## src/hdl/ndsag_pkg.sv

```systemverilog
// shared types, widths and codes for the strided copy address generator
`timescale 1ns / 1ps

package ndsag_pkg;

    // sizes
    localparam int MAX_RANK = 8;
    localparam int ADDR_W   = 32;
    localparam int CNT_W    = 16;
    localparam int AXIS_W   = 3;
    localparam int RANKF_W  = 4;
    localparam int ELEM_W   = 13;
    localparam int RUN_W    = 28;
    localparam int KIND_W   = 2;
    localparam int RANK_W   = $clog2(MAX_RANK + 1);
    localparam int IDX_W    = (MAX_RANK > 1) ? $clog2(MAX_RANK) : 1;
    localparam int PROD_W   = CNT_W + ELEM_W;

    localparam logic [RUN_W-1:0] RUN_MAX = {RUN_W{1'b1}};

    // command codes
    localparam logic [KIND_W-1:0] KIND_LOAD  = 2'd0;
    localparam logic [KIND_W-1:0] KIND_START = 2'd1;
    localparam logic [KIND_W-1:0] KIND_STEP  = 2'd2;

    // input word
    typedef struct packed {
        logic [KIND_W-1:0]  kind;
        logic [AXIS_W-1:0]  axis;
        logic [ADDR_W-1:0]  src_stride;
        logic [CNT_W-1:0]   src_start;
        logic [ADDR_W-1:0]  dst_stride;
        logic [CNT_W-1:0]   dst_start;
        logic [CNT_W-1:0]   extent;
        logic [RANKF_W-1:0] rank;
        logic [ELEM_W-1:0]  elem_bytes;
        logic [ADDR_W-1:0]  src_base;
        logic [ADDR_W-1:0]  dst_base;
    } cmd_t;

    // result word
    typedef struct packed {
        logic              valid_res;
        logic [ADDR_W-1:0] src_addr;
        logic [ADDR_W-1:0] dst_addr;
        logic [RUN_W-1:0]  run_len;
        logic              last;
    } res_t;

    // axis table write broadcast to every cell
    typedef struct packed {
        logic              en;
        logic [AXIS_W-1:0] axis;
        logic [ADDR_W-1:0] src_stride;
        logic [CNT_W-1:0]  src_start;
        logic [ADDR_W-1:0] dst_stride;
        logic [CNT_W-1:0]  dst_start;
        logic [CNT_W-1:0]  extent;
    } axis_load_t;

    // token handed from cell to cell, outermost-but-inner first
    typedef struct packed {
        logic              vld;
        logic              step;
        logic              carry;
        logic              zero;
        logic [RANK_W-1:0] rank;
        logic [CNT_W-1:0]  ext;
        logic [ADDR_W-1:0] src;
        logic [ADDR_W-1:0] dst;
    } chain_tok_t;

endpackage

```

## src/hdl/ndsag_cell.sv

```systemverilog
// one axis cell: table entry, cursor and its part of the address sums
`timescale 1ns / 1ps

module ndsag_cell (
    input  logic                          clk,
    input  logic                          rst_n,
    input  logic [ndsag_pkg::IDX_W-1:0]   idx,
    input  ndsag_pkg::axis_load_t         ld,
    input  ndsag_pkg::chain_tok_t         tok_in,
    output ndsag_pkg::chain_tok_t         tok_out
);

    logic [ndsag_pkg::ADDR_W-1:0] src_stride_reg;
    logic [ndsag_pkg::CNT_W-1:0]  src_start_reg;
    logic [ndsag_pkg::ADDR_W-1:0] dst_stride_reg;
    logic [ndsag_pkg::CNT_W-1:0]  dst_start_reg;
    logic [ndsag_pkg::CNT_W-1:0]  extent_reg;

    logic [ndsag_pkg::ADDR_W-1:0] src_off_reg;
    logic [ndsag_pkg::ADDR_W-1:0] dst_off_reg;
    logic [ndsag_pkg::ADDR_W-1:0] src_wrap_reg;
    logic [ndsag_pkg::ADDR_W-1:0] dst_wrap_reg;

    logic [ndsag_pkg::CNT_W-1:0]  cursor_reg;
    logic [ndsag_pkg::CNT_W-1:0]  cursor_next;
    ndsag_pkg::chain_tok_t        tok_reg;
    ndsag_pkg::chain_tok_t        tok_next;

    logic [ndsag_pkg::CNT_W:0]    cnt_inc;
    logic                         hit;
    int                           k;
    int                           r;

    assign hit = ld.en && (32'(ld.axis) == 32'(idx));

    // axis table entry
    always_ff @(posedge clk)
    begin
        if (hit)
        begin
            src_stride_reg <= ld.src_stride;
            src_start_reg  <= ld.src_start;
            dst_stride_reg <= ld.dst_stride;
            dst_start_reg  <= ld.dst_start;
            extent_reg     <= ld.extent;
        end
    end

    // start offset and rewind step, kept ready from the stored entry
    always_ff @(posedge clk)
    begin
        src_off_reg  <= ndsag_pkg::ADDR_W'(src_start_reg) * src_stride_reg;
        dst_off_reg  <= ndsag_pkg::ADDR_W'(dst_start_reg) * dst_stride_reg;
        src_wrap_reg <= src_stride_reg
                        * (ndsag_pkg::ADDR_W'(1) - ndsag_pkg::ADDR_W'(extent_reg));
        dst_wrap_reg <= dst_stride_reg
                        * (ndsag_pkg::ADDR_W'(1) - ndsag_pkg::ADDR_W'(extent_reg));
    end

    // work on the passing token
    always_comb
    begin
        k           = 32'(idx);
        r           = 32'(tok_in.rank);
        cnt_inc     = {1'b0, cursor_reg} + (ndsag_pkg::CNT_W + 1)'(1);
        tok_next    = tok_in;
        cursor_next = cursor_reg;
        if (tok_in.vld)
        begin
            if (!tok_in.step)
            begin
                // start: add this axis offset, clear cursor, note zero extents
                if (k < r)
                begin
                    tok_next.src = tok_in.src + src_off_reg;
                    tok_next.dst = tok_in.dst + dst_off_reg;
                    cursor_next  = '0;
                end
                if ((k + 1 < r) && (extent_reg == '0))
                    tok_next.zero = 1'b1;
                if (k + 1 == r)
                    tok_next.ext = extent_reg;
            end
            else if ((k + 2 <= r) && tok_in.carry)
            begin
                // step: bump cursor, or rewind and carry on
                if (cnt_inc < {1'b0, extent_reg})
                begin
                    cursor_next    = cnt_inc[ndsag_pkg::CNT_W-1:0];
                    tok_next.src   = tok_in.src + src_stride_reg;
                    tok_next.dst   = tok_in.dst + dst_stride_reg;
                    tok_next.carry = 1'b0;
                end
                else
                begin
                    cursor_next  = '0;
                    tok_next.src = tok_in.src + src_wrap_reg;
                    tok_next.dst = tok_in.dst + dst_wrap_reg;
                end
            end
        end
    end

    // cursor and token registers
    always_ff @(posedge clk or negedge rst_n)
    begin
        if (!rst_n)
        begin
            cursor_reg <= '0;
            tok_reg    <= '0;
        end
        else
        begin
            cursor_reg <= cursor_next;
            tok_reg    <= tok_next;
        end
    end

    assign tok_out = tok_reg;

endmodule

```

## config.mk

```make
export PLATFORM = sky130hd
export DESIGN_NAME = ndsag_cell
export DESIGN_NICKNAME = d
export VERILOG_FILES = /design/src/hdl/ndsag_pkg.sv /design/src/hdl/ndsag_cell.sv
export SDC_FILE = /design/constraint.sdc
export NUM_CORES = 2
export LEC_CHECK = 0
export ABC_AREA = 1
export ABC_CLOCK_PERIOD_IN_PS = 7610
export BUFFER_PORTS_ARGS = -buffer_cell sky130_fd_sc_hd__clkbuf_2
export CORE_MARGIN = 2
export CORE_UTILIZATION = 40
export DETAILED_ROUTE_END_ITERATION = 8
export SLEW_MARGIN = 20
export SYNTH_ARGS = -nofsm -noshare
export SYNTH_HDL_FRONTEND = slang
export SYNTH_SLANG_ARGS = --single-unit
```

## constraint.sdc

```tcl
create_clock -name clk -period 7.61 [get_ports clk]
set_input_delay 1.9025 -clock clk [delete_from_list [all_inputs] [get_ports clk]]
set_output_delay 1.9025 -clock clk [all_outputs]
set_load 0.01 [all_outputs]
```

==> impl_results.html <==
<table>
<tr><th>Metric</th><th>Value</th></tr>
<tr><th colspan="2">Run status</th></tr>
<tr><td>Outcome</td><td>finished clean</td></tr>
<tr><th colspan="2">Worst setup path</th></tr>
<tr><td>Cell with the largest stage delay on the worst path</td><td>edfxtp_1</td></tr>
<tr><td>Worst path cell trace</td><td>buf_4 &gt; nand2_1 &gt; fa_1 &gt; inv_1 &gt; fa_1 &gt; inv_1 &gt; fa_1 &gt; fa_1 &gt; fa_1 &gt; inv_1 &gt; fa_1 &gt; ha_1 &gt; nand2_1 &gt; nor3_1 &gt; nand3_1 &gt; nand3_1 &gt; nand2_1 &gt; nand2_1 &gt; a21oi_1 &gt; nor2_1 &gt; nor2_1 &gt; xnor2_1</td></tr>
<tr><td>Category of the most critical setup path</td><td>register to register</td></tr>
<tr><td>Worst Path Required</td><td>8.10 ns</td></tr>
<tr><td>R2R Path Start</td><td>src_start_reg[5]</td></tr>
<tr><td>Critical R2R Capture</td><td>src_off_reg[30]</td></tr>
<tr><td>CP startpoint kind</td><td>register</td></tr>
<tr><td>Critical path capture point type</td><td>register</td></tr>
<tr><td>Crit Path Max Fanout</td><td>17</td></tr>
<tr><td>Cell seen most often among critical-path stages</td><td>fa_1</td></tr>
<tr><td>Delay contributed by the slowest stage of the critical path</td><td>slightly below 0.8 ns</td></tr>
<tr><td>Launch point of the worst path</td><td>src_start_reg[5]</td></tr>
<tr><td>Gate family responsible for the most delay along the worst path</td><td>adder cells</td></tr>
<tr><td>Worst reg2reg path depth</td><td>22</td></tr>
<tr><td>Arrival time of the worst setup path</td><td>around 7.6 ns</td></tr>
<tr><td>Buffers &amp; Inverters on Critical Path</td><td>4</td></tr>
<tr><td>Reg-to-reg slack, setup</td><td>about 0.47 ns</td></tr>
<tr><th colspan="2">STA</th></tr>
<tr><td>Transition time at the pin with the least slew margin</td><td>about 1.2 ns</td></tr>
<tr><td>Hold violation total from the final report</td><td>0</td></tr>
<tr><td>Final count of pins violating max slew</td><td>0</td></tr>
<tr><td>F_max</td><td>~140 MHz</td></tr>
<tr><td>RSZ-0062 raised after global routing</td><td>no</td></tr>
<tr><td>Worst slack on hold paths</td><td>0.577 ns</td></tr>
<tr><td>Portion of the clock cycle consumed by the worst path in the final layout</td><td>about 94%</td></tr>
<tr><td>Setup skew after layout</td><td>approximately 0.037 ns</td></tr>
<tr><td>Endpoints failing setup</td><td>0</td></tr>
<tr><td>Worst slew margin relative to its limit</td><td>around 18%</td></tr>
<tr><td>Setup TNS Final</td><td>0 ns</td></tr>
<tr><td>Min Clock Period, post-route</td><td>about 7 ns</td></tr>
<tr><th colspan="2">Global route</th></tr>
<tr><td>Wire length of the first global-routing pass</td><td>~360,000 um</td></tr>
<tr><td>Global-route congestion overflow total</td><td>0</td></tr>
<tr><td>Number of global-route vias before repair</td><td>58,437</td></tr>
<tr><td>All-Layer GR Usage</td><td>between 20% and 30%</td></tr>
<tr><td>Maximum number of pins on one net before global-route repair</td><td>66</td></tr>
<tr><td>Number of antenna violations at the first check in global routing</td><td>9</td></tr>
<tr><th colspan="2">Route</th></tr>
<tr><td>Drt wl/cell</td><td>between 20 and 25 um</td></tr>
<tr><td>Detailed-route DRC error count</td><td>0</td></tr>
<tr><td>TritonRoute pass-1 iters</td><td>6</td></tr>
<tr><td>Antenna violation net count after detailed routing</td><td>0</td></tr>
<tr><td>DR iter-0 viols</td><td>slightly above 5,000</td></tr>
<tr><td>Total wire length after detailed routing</td><td>~240,000 um</td></tr>
<tr><td>Number of vias per cell</td><td>between 5 and 6</td></tr>
<tr><td>Number of vias after detailed routing</td><td>between 50,000 and 60,000</td></tr>
<tr><th colspan="2">Cells and area</th></tr>
<tr><td>Fraction of final layout cells sized beyond drive strength 1</td><td>between 7 and 8%</td></tr>
<tr><td>Nets@finish</td><td>approximately 11,000</td></tr>
<tr><td>Max FFs per register</td><td>around 90</td></tr>
<tr><td>Signed area change from the synthesized netlist to the final layout</td><td>8.86%</td></tr>
<tr><td>Multi-input gate area in the final layout</td><td>roughly 50,000 um^2</td></tr>
<tr><td>Register cell area after layout</td><td>around 8500 um^2</td></tr>
<tr><td>Number of fill cells</td><td>~17,000</td></tr>
<tr><td>Post-route insts no fill</td><td>about 11,000</td></tr>
<tr><td>Cell area after layout</td><td>73,200 um^2</td></tr>
<tr><th colspan="2">Logic synthesis</th></tr>
<tr><td>Count of distinct cell types in the synthesized netlist</td><td>just over 60</td></tr>
<tr><td>Asr flop ratio synth</td><td>between 30% and 40%</td></tr>
<tr><td>Post-synth top flop</td><td>dfxtp_1</td></tr>
<tr><td>Flops &amp; latches, synth</td><td>about 340</td></tr>
<tr><td>Count of flip-flops with a built-in enable after synthesis</td><td>112</td></tr>
<tr><td>Post-Synthesis Mean Instance Area</td><td>between 7 and 8 um^2</td></tr>
<tr><td>Mapped Nets</td><td>around 10,000</td></tr>
<tr><td>Warning count from the yosys run</td><td>0</td></tr>
<tr><td>Post-synthesis cell area</td><td>between 60,000 and 70,000 um^2</td></tr>
<tr><td>Portion of the post-synthesis area used by sequential elements</td><td>12.7%</td></tr>
<tr><td>Cells after synthesis</td><td>around 8,500</td></tr>
<tr><th colspan="2">Die</th></tr>
<tr><td>Die footprint</td><td>approximately 170,000 um^2</td></tr>
<tr><td>Die width</td><td>414 um</td></tr>
<tr><td>Core region area</td><td>approximately 170,000 um^2</td></tr>
<tr><td>Placement Rows</td><td>150</td></tr>
<tr><td>Height of the die</td><td>about 410 um</td></tr>
<tr><td>Initial Util</td><td>between 40% and 50%</td></tr>
<tr><td>I/O pins</td><td>297</td></tr>
<tr><th colspan="2">Clocking</th></tr>
<tr><td>Clock tree from TritonCTS</td><td>done</td></tr>
<tr><td>Clock slew seen by the registers of the worst setup and hold paths</td><td>~0.06 ns</td></tr>
<tr><td>Cts bufs inserted</td><td>45</td></tr>
<tr><td>Clock insertion delay at the later pin of the skew report</td><td>about 0.67 ns</td></tr>
<tr><td>Cells resized by post-CTS repair</td><td>0</td></tr>
<tr><td>Count of buffers added by post-CTS timing repair for setup</td><td>0</td></tr>
<tr><td>Number of buffers inserted for hold repair after clock tree synthesis</td><td>0</td></tr>
<tr><td>H-tree depth</td><td>2</td></tr>
<tr><td>Root Driver</td><td>clkbuf_16</td></tr>
<tr><td>Clock net sink count</td><td>344</td></tr>
<tr><td>Bufs on Longest Clock Path</td><td>3</td></tr>
<tr><th colspan="2">Place</th></tr>
<tr><td>Post-detailed-placement half-perimeter wirelength</td><td>about 190,000 um</td></tr>
<tr><td>Number of placed instances, taps included</td><td>about 11,000</td></tr>
<tr><td>Cell area after placement</td><td>71,600 um^2</td></tr>
<tr><td>GP Congestion</td><td>around 0.99</td></tr>
<tr><td>I/O Buffers</td><td>just under 300</td></tr>
<tr><th colspan="2">Min path</th></tr>
<tr><td>Hold Startpoint</td><td>cursor_reg[1]</td></tr>
<tr><td>Number of instances on the worst hold path</td><td>2</td></tr>
<tr><td>Hold endpoint</td><td>cursor_reg[1]</td></tr>
<tr><td>Path category of the worst min-delay check</td><td>register to register</td></tr>
<tr><th colspan="2">Flow run</th></tr>
<tr><td>Reported max-cap violation count</td><td>0</td></tr>
</table>
[stage by stage]
stage	setup WS [ns]	utilization (%)
floorplan	1.14	-
global placement	0.671	42.8
detailed placement	0.615	42.8
CTS	0.611	43.8
global route	0.194	43.8
finish	0.470	43.8
[kinds of logic after synthesis]
| logic type | after synthesis | share of synthesized area, % |
|---|---|---|
| flip-flops | 344 | 12.7 |
| XOR/XNOR | 237 | 3.10 |
| buffers and inverters | 2484 | 13.9 |
| AO/OA/AOI/OAI | 846 | 7.07 |
| adder cells (fa/ha/maj) | 1723 | 46.0 |
| AND/OR/NAND/NOR | 2885 | 17.2 |
[layer usage]
metal | global-route usage, % | share of wire, % | wire [um] | vias to the layer above
li1 | - | - | - | 25536
met1 | 39.9 | 43 | 104000 | 28554
met2 | 43.3 | 44 | 105000 | 2548
met3 | 5.15 | 9.0 | 21400 | 394
met4 | 9.36 | 3.8 | 8980 | 4
met5 | 0 | 0.013 | 32 | -
[cell usage in the layout (no fill, tap or decap), types with 11 or more instances in the layout]
cell          n
a21o_1       22
a21oi_1     328
a31oi_1      18
buf_4       170
clkbuf_16    46
clkbuf_2    294
dfrtp_1     104
dfxtp_1     128
edfxtp_1    112
fa_1       1250
ha_1        472
inv_1      2119
nand2_1    2064
nand3_1     185
nand3b_1     21
nand4_1      40
nor2_1      463
nor2_2       11
nor3_1       36
nor4_1       16
o211ai_1     21
o21a_1       17
o21ai_0     307
o21ai_1      19
o21bai_1     26
o221ai_1     14
o22ai_1      15
or2_2        22
xnor2_1      87
xor2_1      149
[worst max path at each step]
stage                       end  slack [ns]  depth (start not counted)
2_1_floorplan  src_wrap_reg[28]        1.14                         30
3_3_place_gp   src_wrap_reg[23]        0.67                         25
3_5_place_dp   src_wrap_reg[29]        0.62                         31
6_report        src_off_reg[30]        0.47                         22
5_1_grt        src_wrap_reg[28]        0.19                         30
4_1_cts        src_wrap_reg[29]        0.61                         31
[synth_stat cells, types with 15 or more instances]
library cell | count | share of area, %
a21oi_1 | 328 | 2.4
o211ai_1 | 21 | 0.23
nor4_1 | 16 | 0.15
inv_1 | 2119 | 12
buf_1 | 44 | 0.25
fa_1 | 1250 | 37
nor2_1 | 467 | 2.6
xnor2_1 | 87 | 1.1
or2_2 | 22 | 0.20
nand3b_1 | 21 | 0.23
o22ai_1 | 15 | 0.14
a21o_1 | 22 | 0.25
nand4_1 | 40 | 0.37
xor2_1 | 149 | 1.9
a31oi_1 | 18 | 0.17
nor3_1 | 36 | 0.27
dfxtp_1 | 128 | 3.8
clkbuf_1 | 289 | 1.6
o21a_1 | 17 | 0.19
o21ai_1 | 19 | 0.14
edfxtp_1 | 112 | 5.0
o21bai_1 | 26 | 0.29
nand3_1 | 185 | 1.4
ha_1 | 473 | 8.8
o21ai_0 | 307 | 2.3
dfrtp_1 | 104 | 3.9
nand2_1 | 2065 | 12
[cell type report]
cell class / count / share of cell area [%]
Clock inverter: 28 / 0.464
Sequential cell: 344 / 11.7
Antenna cell: 5 / 0.0171
Tap cell: 2204 / 3.77
Inverter: 2137 / 11.0
Timing Repair Buffer: 473 / 3.98
Clock buffer: 55 / 1.67
Multi-Input combinational cell: 5691 / 67.5
[worst reg2reg max path, delay by kind of cell, from the launching register on]
kind | cells | cell delay (ns)
buf+inv | 4 | 0.55
flops | 1 | 0.78
xor+xnor | 1 | 0.61
simple gates | 9 | 1.42
fa+ha+maj | 7 | 3.55
compound gates | 1 | 0.07
Power is not shown: default switching activity piles up to over one toggle a cycle in this logic, so the estimate is an artifact.
